$ cat config.mk
export PLATFORM = sky130hd
export DESIGN_NAME = ip_l4_header_parser
export DESIGN_NICKNAME = d
export VERILOG_FILES = /design/src/design/ipl4_pkg.sv /design/src/design/ipl4_parse.sv /design/src/design/ip_l4_header_parser.sv
export SDC_FILE = /design/constraint.sdc
export NUM_CORES = 2
export LEC_CHECK = 0
export BUFFER_PORTS_ARGS = -buffer_cell sky130_fd_sc_hd__buf_2
export CAP_MARGIN = 20
export CELL_PAD_IN_SITES_DETAIL_PLACEMENT = 1
export CELL_PAD_IN_SITES_GLOBAL_PLACEMENT = 1
export CORE_ASPECT_RATIO = 0.7
export CORE_UTILIZATION = 45
export CTS_CLUSTER_DIAMETER = 120
export CTS_CLUSTER_SIZE = 30
export DETAILED_ROUTE_END_ITERATION = 10
export PLACE_DENSITY = 0.75
export REMOVE_ABC_BUFFERS = 1
export SLEW_MARGIN = 20
export SYNTH_ARGS = -nofsm -noshare
export SYNTH_HDL_FRONTEND = slang
export SYNTH_SLANG_ARGS = --single-unit
$ cat constraint.sdc
create_clock -name i_clk -period 24.4 [get_ports i_clk]
set_input_delay 6.1 -clock i_clk [delete_from_list [all_inputs] [get_ports i_clk]]
set_output_delay 6.1 -clock i_clk [all_outputs]
set_load 0.005 [all_outputs]
$ cat src/design/ipl4_pkg.sv
// shared types and protocol constants for the ip / layer-four header parser
`timescale 1ns / 1ps

package ipl4_pkg;

    // ip version nibble
    localparam logic [3:0] VER_IPV4 = 4'd4;
    localparam logic [3:0] VER_IPV6 = 4'd6;

    // protocol / next-header numbers
    localparam logic [7:0] PROTO_HOPOPT   = 8'd0;
    localparam logic [7:0] PROTO_TCP      = 8'd6;
    localparam logic [7:0] PROTO_UDP      = 8'd17;
    localparam logic [7:0] PROTO_ROUTING  = 8'd43;
    localparam logic [7:0] PROTO_FRAGMENT = 8'd44;
    localparam logic [7:0] PROTO_ESP      = 8'd50;
    localparam logic [7:0] PROTO_AH       = 8'd51;
    localparam logic [7:0] PROTO_NONXT    = 8'd59;
    localparam logic [7:0] PROTO_DSTOPTS  = 8'd60;
    localparam logic [7:0] PROTO_MOBILITY = 8'd135;
    localparam logic [7:0] PROTO_HIP      = 8'd139;
    localparam logic [7:0] PROTO_SHIM6    = 8'd140;

    typedef struct packed {
        logic        ok;
        logic        family;
        logic [7:0]  protocol;
        logic [63:0] src_addr_hi;
        logic [63:0] src_addr_lo;
        logic [63:0] dst_addr_hi;
        logic [63:0] dst_addr_lo;
        logic [15:0] src_port;
        logic [15:0] dst_port;
    } t_result;

    function automatic logic is_ext_hdr(input logic [7:0] p);
        return p inside {PROTO_HOPOPT, PROTO_ROUTING, PROTO_FRAGMENT, PROTO_ESP,
                         PROTO_AH, PROTO_DSTOPTS, PROTO_MOBILITY, PROTO_HIP,
                         PROTO_SHIM6, PROTO_NONXT};
    endfunction

endpackage

$ cat src/design/ipl4_parse.sv
// per-byte header walk: parser state registers and next-state logic
`timescale 1ns / 1ps

module ipl4_parse #(
    parameter int OFFSET_BITS = 16
) (
    input  logic              i_clk,
    input  logic              i_rst_n,
    input  logic              i_step,
    input  logic [7:0]        i_byte,
    input  logic              i_last,
    output ipl4_pkg::t_result o_result
);

    localparam int OB = OFFSET_BITS;
    localparam int SW = OFFSET_BITS + 1;
    localparam logic [OB-1:0] MAX_OFF = {OB{1'b1}};

    localparam logic [2:0] PH_START = 3'd0;
    localparam logic [2:0] PH_V4    = 3'd1;
    localparam logic [2:0] PH_V6    = 3'd2;
    localparam logic [2:0] PH_EXT   = 3'd3;
    localparam logic [2:0] PH_L4    = 3'd4;
    localparam logic [2:0] PH_DONE  = 3'd5;

    logic [OB-1:0]  r_byte_count, n_byte_count;
    logic [2:0]     r_phase, n_phase;
    logic           r_is_ipv6, n_is_ipv6;
    logic [7:0]     r_next_proto, n_next_proto;
    logic [7:0]     r_cur_ext, n_cur_ext;
    logic [OB-1:0]  r_ext_start, n_ext_start;
    logic [OB-1:0]  r_required_end, n_required_end;
    logic [OB-1:0]  r_transport_start, n_transport_start;
    logic [127:0]   r_src_addr, n_src_addr;
    logic [127:0]   r_dst_addr, n_dst_addr;
    logic [15:0]    r_src_port, n_src_port;
    logic [15:0]    r_dst_port, n_dst_port;
    logic           r_failed, n_failed;

    logic [OB-1:0]  pos;
    logic [SW-1:0]  pos_p1;
    logic [OB-1:0]  rel_ext;
    logic [OB-1:0]  rel_l4;
    logic [SW-1:0]  end_sum;
    logic [5:0]     hdr_len;
    logic           seg_done;
    logic           l4_enter;
    logic           src_wr;
    logic           dst_wr;
    logic [3:0]     addr_lane;
    logic           res_ok;

    assign pos     = r_byte_count;
    assign pos_p1  = SW'(pos) + SW'(1);
    assign rel_ext = pos - r_ext_start;
    assign rel_l4  = pos - r_transport_start;

    always_comb begin
        n_byte_count      = r_byte_count;
        n_phase           = r_phase;
        n_is_ipv6         = r_is_ipv6;
        n_next_proto      = r_next_proto;
        n_cur_ext         = r_cur_ext;
        n_ext_start       = r_ext_start;
        n_required_end    = r_required_end;
        n_transport_start = r_transport_start;
        n_src_addr        = r_src_addr;
        n_dst_addr        = r_dst_addr;
        n_src_port        = r_src_port;
        n_dst_port        = r_dst_port;
        n_failed          = r_failed;
        end_sum           = '0;
        hdr_len           = {i_byte[3:0], 2'b00};
        seg_done          = 1'b0;
        l4_enter          = 1'b0;
        src_wr            = 1'b0;
        dst_wr            = 1'b0;
        addr_lane         = '0;
        res_ok            = 1'b0;
        o_result          = '0;

        if (!r_failed) begin
            case (r_phase)
                PH_START: begin
                    if (i_byte[7:4] == ipl4_pkg::VER_IPV4) begin
                        n_phase = PH_V4;
                        if (hdr_len < 6'd20) begin
                            n_failed = 1'b1;
                        end else begin
                            n_required_end = OB'(hdr_len);
                        end
                    end else if (i_byte[7:4] == ipl4_pkg::VER_IPV6) begin
                        n_phase        = PH_V6;
                        n_is_ipv6      = 1'b1;
                        n_required_end = OB'(40);
                    end else begin
                        n_failed = 1'b1;
                    end
                end
                PH_V4: begin
                    if (pos == OB'(9)) begin
                        n_next_proto = i_byte;
                    end else if (pos >= OB'(12) && pos < OB'(16)) begin
                        src_wr    = 1'b1;
                        addr_lane = {2'b11, ~pos[1:0]};
                    end else if (pos >= OB'(16) && pos < OB'(20)) begin
                        dst_wr    = 1'b1;
                        addr_lane = {2'b11, ~pos[1:0]};
                    end
                    seg_done = (pos_p1 == SW'(r_required_end));
                end
                PH_V6: begin
                    if (pos == OB'(6)) begin
                        n_next_proto = i_byte;
                    end else if (pos >= OB'(8) && pos < OB'(24)) begin
                        src_wr    = 1'b1;
                        addr_lane = {pos[3], ~pos[2:0]};
                    end else if (pos >= OB'(24) && pos < OB'(40)) begin
                        dst_wr    = 1'b1;
                        addr_lane = {pos[3], ~pos[2:0]};
                    end
                    seg_done = (pos_p1 == SW'(r_required_end));
                end
                PH_EXT: begin
                    if (rel_ext == '0) begin
                        n_cur_ext    = r_next_proto;
                        n_next_proto = i_byte;
                        if (r_next_proto == ipl4_pkg::PROTO_FRAGMENT) begin
                            end_sum = SW'(r_ext_start) + SW'(8);
                            if (end_sum[OB]) begin
                                n_failed = 1'b1;
                            end else begin
                                n_required_end = end_sum[OB-1:0];
                            end
                        end
                    end else if (rel_ext == OB'(1) &&
                                 r_cur_ext != ipl4_pkg::PROTO_FRAGMENT) begin
                        if (r_cur_ext == ipl4_pkg::PROTO_AH) begin
                            end_sum = SW'(r_ext_start) +
                                      SW'({(9'(i_byte) + 9'd2), 2'b00});
                        end else begin
                            end_sum = SW'(r_ext_start) +
                                      SW'({(9'(i_byte) + 9'd1), 3'b000});
                        end
                        if (end_sum[OB]) begin
                            n_failed = 1'b1;
                        end else begin
                            n_required_end = end_sum[OB-1:0];
                        end
                    end
                    seg_done = !n_failed && (pos_p1 == SW'(n_required_end)) &&
                               (rel_ext != '0 || n_cur_ext == ipl4_pkg::PROTO_FRAGMENT);
                end
                PH_L4: begin
                    if (rel_l4 == '0) begin
                        n_src_port = {i_byte, 8'h00};
                    end else if (rel_l4 == OB'(1)) begin
                        n_src_port = {r_src_port[15:8], i_byte};
                    end else if (rel_l4 == OB'(2)) begin
                        n_dst_port = {i_byte, 8'h00};
                    end else if (rel_l4 == OB'(3)) begin
                        n_dst_port = {r_dst_port[15:8], i_byte};
                    end else if (rel_l4 == OB'(12) && r_next_proto == ipl4_pkg::PROTO_TCP) begin
                        if (i_byte[7:4] < 4'd5) begin
                            n_failed = 1'b1;
                        end else begin
                            end_sum = SW'(r_transport_start) + SW'({i_byte[7:4], 2'b00});
                            if (end_sum[OB]) begin
                                n_failed = 1'b1;
                            end else begin
                                n_required_end = end_sum[OB-1:0];
                            end
                        end
                    end
                    if (!n_failed && pos_p1 == SW'(n_required_end)) begin
                        n_phase = PH_DONE;
                    end
                end
                default: begin
                end
            endcase
        end

        // end of an ip or extension header
        if (seg_done) begin
            if (r_phase == PH_V4) begin
                l4_enter = 1'b1;
            end else if (n_next_proto == ipl4_pkg::PROTO_NONXT ||
                         n_next_proto == ipl4_pkg::PROTO_ESP) begin
                n_failed = 1'b1;
            end else if (ipl4_pkg::is_ext_hdr(n_next_proto)) begin
                n_phase     = PH_EXT;
                n_ext_start = n_required_end;
            end else begin
                l4_enter = 1'b1;
            end
        end

        if (l4_enter) begin
            n_transport_start = n_required_end;
            if (n_next_proto == ipl4_pkg::PROTO_TCP ||
                n_next_proto == ipl4_pkg::PROTO_UDP) begin
                n_phase = PH_L4;
                if (n_next_proto == ipl4_pkg::PROTO_TCP) begin
                    end_sum = SW'(n_required_end) + SW'(20);
                end else begin
                    end_sum = SW'(n_required_end) + SW'(8);
                end
                if (end_sum[OB]) begin
                    n_failed = 1'b1;
                end else begin
                    n_required_end = end_sum[OB-1:0];
                end
            end else begin
                n_phase = PH_DONE;
            end
        end

        for (int i = 0; i < 16; i++) begin
            if (src_wr && addr_lane == 4'(i)) begin
                n_src_addr[i*8 +: 8] = i_byte;
            end
            if (dst_wr && addr_lane == 4'(i)) begin
                n_dst_addr[i*8 +: 8] = i_byte;
            end
        end

        // result for the last beat
        res_ok = !n_failed && (n_phase == PH_DONE);
        if (res_ok) begin
            o_result.ok          = 1'b1;
            o_result.family      = n_is_ipv6;
            o_result.protocol    = n_next_proto;
            o_result.src_addr_hi = n_src_addr[127:64];
            o_result.src_addr_lo = n_src_addr[63:0];
            o_result.dst_addr_hi = n_dst_addr[127:64];
            o_result.dst_addr_lo = n_dst_addr[63:0];
            if (n_next_proto == ipl4_pkg::PROTO_TCP ||
                n_next_proto == ipl4_pkg::PROTO_UDP) begin
                o_result.src_port = n_src_port;
                o_result.dst_port = n_dst_port;
            end
        end

        if (i_last) begin
            n_byte_count      = '0;
            n_phase           = PH_START;
            n_is_ipv6         = 1'b0;
            n_next_proto      = '0;
            n_cur_ext         = '0;
            n_ext_start       = '0;
            n_required_end    = '0;
            n_transport_start = '0;
            n_src_addr        = '0;
            n_dst_addr        = '0;
            n_src_port        = '0;
            n_dst_port        = '0;
            n_failed          = 1'b0;
        end else if (r_byte_count != MAX_OFF) begin
            n_byte_count = r_byte_count + OB'(1);
        end
    end

    always_ff @(posedge i_clk) begin
        if (!i_rst_n) begin
            r_byte_count      <= '0;
            r_phase           <= PH_START;
            r_is_ipv6         <= 1'b0;
            r_next_proto      <= '0;
            r_cur_ext         <= '0;
            r_ext_start       <= '0;
            r_required_end    <= '0;
            r_transport_start <= '0;
            r_src_addr        <= '0;
            r_dst_addr        <= '0;
            r_src_port        <= '0;
            r_dst_port        <= '0;
            r_failed          <= 1'b0;
        end else if (i_step) begin
            r_byte_count      <= n_byte_count;
            r_phase           <= n_phase;
            r_is_ipv6         <= n_is_ipv6;
            r_next_proto      <= n_next_proto;
            r_cur_ext         <= n_cur_ext;
            r_ext_start       <= n_ext_start;
            r_required_end    <= n_required_end;
            r_transport_start <= n_transport_start;
            r_src_addr        <= n_src_addr;
            r_dst_addr        <= n_dst_addr;
            r_src_port        <= n_src_port;
            r_dst_port        <= n_dst_port;
            r_failed          <= n_failed;
        end
    end

endmodule

$ cat src/design/ip_l4_header_parser.sv
// top level of the ip / layer-four header parser with input and result registers
`timescale 1ns / 1ps

// usage:
//   slave channel s_* carries the packet one byte per beat, starting at the
//   ip header; s_tlast marks the final byte of the packet.
//   master channel m_* carries one result beat per packet: m_tuser holds the
//   ok and family flags, m_tdata the protocol, both addresses and the ports.
// output: the last byte of a packet is taken into the input register, and its
//   result is written to the result register, and so onto m_*, once that is free.
// throughput: one byte per clock, sustained across packet boundaries while the
//   result register is free (see stall); the byte step is one pass of compare
//   and add logic between the input register and the parser state.
// stall: while a result waits on m_tready, non-last bytes of the next packet
//   keep flowing; only a last byte is held in the input register, and then
//   s_tready drops until the waiting result is taken.
// reset: i_rst_n low on a clock edge empties both registers and returns the
//   parser to the start of a packet.

module ip_l4_header_parser #(
    parameter int OFFSET_BITS = 16
) (
    input  logic         i_clk,
    input  logic         i_rst_n,
    input  logic         s_tvalid,
    output logic         s_tready,
    input  logic [7:0]   s_tdata,   // packet_byte
    input  logic         s_tlast,   // last_byte
    output logic         m_tvalid,
    input  logic         m_tready,
    // protocol[7:0], src_addr_hi[71:8], src_addr_lo[135:72],
    // dst_addr_hi[199:136], dst_addr_lo[263:200], src_port[279:264],
    // dst_port[295:280]
    output logic [295:0] m_tdata,
    output logic [1:0]   m_tuser    // ok[0], family[1]
);

    logic              r_in_valid;
    logic [7:0]        r_in_byte;
    logic              r_in_last;
    logic              r_out_valid;
    ipl4_pkg::t_result r_out;
    ipl4_pkg::t_result step_result;
    logic              out_free;
    logic              step;

    assign out_free = !r_out_valid || m_tready;
    assign step     = r_in_valid && (!r_in_last || out_free);
    assign s_tready = !r_in_valid || step;

    ipl4_parse #(
        .OFFSET_BITS(OFFSET_BITS)
    ) u_parse (
        .i_clk   (i_clk),
        .i_rst_n (i_rst_n),
        .i_step  (step),
        .i_byte  (r_in_byte),
        .i_last  (r_in_last),
        .o_result(step_result)
    );

    always_ff @(posedge i_clk) begin
        if (!i_rst_n) begin
            r_in_valid <= 1'b0;
        end else if (s_tvalid && s_tready) begin
            r_in_valid <= 1'b1;
        end else if (step) begin
            r_in_valid <= 1'b0;
        end
    end

    always_ff @(posedge i_clk) begin
        if (s_tvalid && s_tready) begin
            r_in_byte <= s_tdata;
            r_in_last <= s_tlast;
        end
    end

    always_ff @(posedge i_clk) begin
        if (!i_rst_n) begin
            r_out_valid <= 1'b0;
        end else if (step && r_in_last) begin
            r_out_valid <= 1'b1;
        end else if (m_tready) begin
            r_out_valid <= 1'b0;
        end
    end

    always_ff @(posedge i_clk) begin
        if (step && r_in_last) begin
            r_out <= step_result;
        end
    end

    assign m_tvalid = r_out_valid;
    assign m_tuser  = {r_out.family, r_out.ok};
    assign m_tdata  = {r_out.dst_port, r_out.src_port,
                       r_out.dst_addr_lo, r_out.dst_addr_hi,
                       r_out.src_addr_lo, r_out.src_addr_hi,
                       r_out.protocol};

    // a held last byte moves into the result register once it is free
    a_last_to_result: assert property (@(posedge i_clk) disable iff (!i_rst_n)
        r_in_valid && r_in_last && out_free |=> m_tvalid)
        else $error("last byte did not produce a result beat");

    // failed parse carries nothing but zeros
    a_fail_zero: assert property (@(posedge i_clk) disable iff (!i_rst_n)
        m_tvalid && !m_tuser[0] |-> m_tdata == '0 && !m_tuser[1])
        else $error("failed result with nonzero fields");

    // ipv4 leaves the low address words empty
    a_v4_lo_zero: assert property (@(posedge i_clk) disable iff (!i_rst_n)
        m_tvalid && m_tuser[0] && !m_tuser[1] |->
            m_tdata[135:72] == '0 && m_tdata[263:200] == '0)
        else $error("ipv4 result with low address bits set");

    // ports only for tcp and udp
    a_ports_l4: assert property (@(posedge i_clk) disable iff (!i_rst_n)
        m_tvalid && m_tdata[7:0] != ipl4_pkg::PROTO_TCP &&
            m_tdata[7:0] != ipl4_pkg::PROTO_UDP |-> m_tdata[295:264] == '0)
        else $error("ports reported for a protocol without ports");

endmodule
==> summary.txt <==
Clock tree
  • Cell at the root of the clock tree: sky130_fd_sc_hd__clkbuf_16
  • Clk slew on worst S/H paths: 0.11 ns
  • Quantity of hold-fixing buffers added after cts: 0
  • # resized after CTS: 0
  • Largest buffer count on any clock path: 3
  • Number of H-tree levels: 1
  • Clock tree from TritonCTS: yes
  • Post-CTS setup buffer count: 0
  • CTS sink count: 682
  • Clock latency on the worst-skew pair: 0.65 ns
  • TritonCTS Buffers: 27

STA
  • TNS Setup: 0 ns
  • Slew at the pin closest to its max-slew limit: 1.22 ns
  • RSZ-0062 raised after global routing: no
  • Worst setup slack after layout: 11.57 ns
  • Hold_ws: 0.493 ns
  • Slew margin rel.: 18.9%
  • Min Clock Period, post-route: 12.83 ns
  • Hold Vio Cnt, Final: 0
  • Max Clock Skew: 0.0331 ns
  • Final cycle utilization of the critical path: 52.6%
  • Setup-failing EPs final: 0
  • Number of pins with negative max-slew slack in the final report: 0
  • Highest achievable clock rate: 0.0780 GHz

Power and ir drop
  • Leakage power total: 13.8 nW
  • Worst vdd rail ir drop: 0.0000463 V
  • Pwr/cell area: 49.4 nW/um^2

Critical path
  • Slowest cell delay on critical path: 0.26 ns
  • Crit path kind: input pin to output pin
  • Startpoint types: input pin
  • Reg2Reg Launch Point: u_parse.pos[0]$_SDFFE_PN0P_
  • Worst path slowest cell: sky130_fd_sc_hd__nor2b_1
  • Arrival time reported for the critical path endpoint: 6.73 ns
  • Crit path launch: m_tready
  • Crit path capture type: output pin
  • Max FO, Critical Path: 4
  • Cell chain of the critical path: buf_2 > nor2b_1 > nand3_1 > buf_2
  • Required time of the worst setup path: 18.30 ns
  • Worst-case register-to-register setup slack: 15.38 ns
  • R2r endpoint: m_tdata[241]$_SDFFCE_PN0P_
  • Worst Reg-to-Reg Cells: 19
  • Cell repeated most along the worst path: sky130_fd_sc_hd__buf_2

Place
  • Hpwl dp: 90.3 mm
  • Placed Cells: 4855
  • Setup slack at placement: 11.57 ns
  • Placer's final routability congestion estimate: 0.963
  • Quantity of I/O buffers inserted on ports: 312

Yosys
  • Average cell area after synthesis: 9.73 sq um
  • Most instantiated flip-flop cell in the synthesis netlist: sky130_fd_sc_hd__dfxtp_1
  • Gate count of the mapped netlist: 3683
  • Ys async rst share: 0%
  • Syn Std Cell Area: 35800 sq um
  • Share of the yosys chip area belonging to registers: 46.7%
  • Number of synthesized flops with an enable pin: 307
  • Yosys Warn Count: 0
  • FF+latch count, synth: 682
  • Count of distinct cell types in the synthesized netlist: 102

Die
  • Standard-cell row count: 86
  • Die footprint: 80800 sq um
  • Starting Density: 45.5%
  • Die X: 339 microns
  • Core Box Area: 78800 sq um
  • Die height: 238 microns
  • Top Ports: 313

Run
  • Max Cap Viol: 0

Drt
  • Total iterations of the first detailed-routing run: 6
  • Total number of vias: 30858
  • Final wirelength: 132 mm
  • Average vias per placed instance: 6.29
  • DRC violation total after the first TritonRoute iteration: 3380
  • DRC Markers: 0
  • Post-DR wirelength/cell: 26.9 microns
  • Antenna viol nets, final: 0

Cells and area
  • Total inserted antenna cells: 0
  • Most frequent cells in the layout: sky130_fd_sc_hd__nor2_1, sky130_fd_sc_hd__dfxtp_1, sky130_fd_sc_hd__nor2b_1
  • Final net count: 3911
  • Fraction of final layout cells with drive strength greater than 1: 12.5%
  • Layout overhead on the synthesized area: 8.96%
  • Util after Layout: 49.6%
  • Fillers: 8935
  • Post-Layout Cell Count: 4905
  • Most frequent standard cell in the layout excluding fill and tap cells: sky130_fd_sc_hd__nor2_1

Global routing
  • Via count of the first global-routing pass: 29933
  • Maximum number of pins on one net before global-route repair: 233
  • GRT Overall Usage: 31.6%
  • Antenna violations before repair: 2
  • Global route total overflow: 0
  • Global-route wire length before repair: 196 mm

Worst hold path
  • Worst hold-check path type: register to register
  • Startpoint of the lowest-slack hold path: u_parse.r_transport_start[13]$_SDFFE_PN0P_
  • WHS Endpoint: u_parse.r_transport_start[13]$_SDFFE_PN0P_
  • Hold path cells: 2

Run status
  • Run status: complete, no violations
==> stage by stage <==
stage,power (mW),cell area (sq um)
3_3_place_gp,1.35,38200
4_1_cts,1.93,39000
2_1_floorplan,1.29,34700
5_1_grt,1.97,39100
3_5_place_dp,1.36,38200
6_report,1.93,39100
==> area by class of cell <==
class                   count  area (sq um)  share of cell area (%)
multi-input cells        2670         17900                    45.8
repair buffers            376          2070                    5.30
clock buffers              46           747                    1.91
clock inverters             3          43.8                   0.112
inverters                  72           270                   0.692
flip-flops and latches    682         16700                    42.8
well taps                1056          1320                    3.38
==> where the power goes <==
| part | internal [mW] | total (mW) | switching (mW) | leakage [nW] |
|---|---|---|---|---|
| combinational | 0.0337 | 0.136 | 0.102 | 7.09 |
| sequential | 1.19 | 1.20 | 0.00489 | 6.38 |
| clock | 0.217 | 0.593 | 0.376 | 0.376 |
| total | 1.44 | 1.93 | 0.484 | 13.8 |
==> layer usage <==
layer	share of wire [%]	global-route usage (%)
met1	46	47.8
met3	9.0	5.85
met4	2.1	6.58
met5	0.0076	0
met2	43	46.8
==> cells by family after synthesis <==
| logic type | share of synthesized area [%] |
|---|---|
| AOI/OAI and AO/OA | 16.3 |
| adders and majority gates | 2.51 |
| buffers and inverters | 3.90 |
| DFF | 46.7 |
| and+or+nand+nor | 19.6 |
| xor gates and xnor gates | 2.71 |
| muxes | 8.36 |
==> worst max-delay path: cells and delay by family <==
| kind | cells | cell delay, ns |
|---|---|---|
| simple gates | 2 | 0.39 |
| buf+inv | 2 | 0.24 |
==> synth_stat cells (all sizes together) (13+ instances only) <==
cell    number  area [sq um]
nand3       84           425
nor4        30           206
and2        28           178
ha          64           801
or2         16           100
xor2        31           272
a21o        35           263
xnor2       80           701
or4         13          97.6
a22oi      317          2380
o22ai       20           125
nor2b      341          2130
dfxtp      375          7510
nor3       103           521
nand4       32           200
edfxtp     307          9220
o21ai      143           716
o211ai      19           148
a21oi      119           599
inv         72           270
and4        13           114
a211oi      16           120
clkbuf     187           702
nand2b      19           119
buf         72           424
nor3b       14           110
mux2i      291          2910
or3         16           100
nand2      148           556
and3        28           175
nor2       439          1660
==> sequential cells by signal, summed over array words and instances (netlist names), 2 cells and up <==
register                   flops
u_parse.r_ext_start           16
u_parse.r_next_proto           8
u_parse.r_cur_ext              8
m_tdata                      296
m_tuser                        2
u_parse.r_required_end        16
u_parse.r_src_port            16
u_parse.r_dst_port            16
u_parse.r_dst_addr           128
u_parse.r_src_addr           128
r_in_byte                      8
u_parse.r_transport_start     16
u_parse.pos                   16
u_parse.r_phase                3
==> how the worst max path moves through the flow <==
stage	to	slack, ns	depth (start not counted)
6_report	s_tready	11.57	4
5_1_grt	s_tready	11.50	4
4_1_cts	s_tready	11.57	4
3_5_place_dp	s_tready	11.57	4
3_3_place_gp	s_tready	11.63	4
2_1_floorplan	u_parse.r_is_ipv6$_SDFFE_PN0P_	-1.41	6
Power figures use the tool's default switching activity.
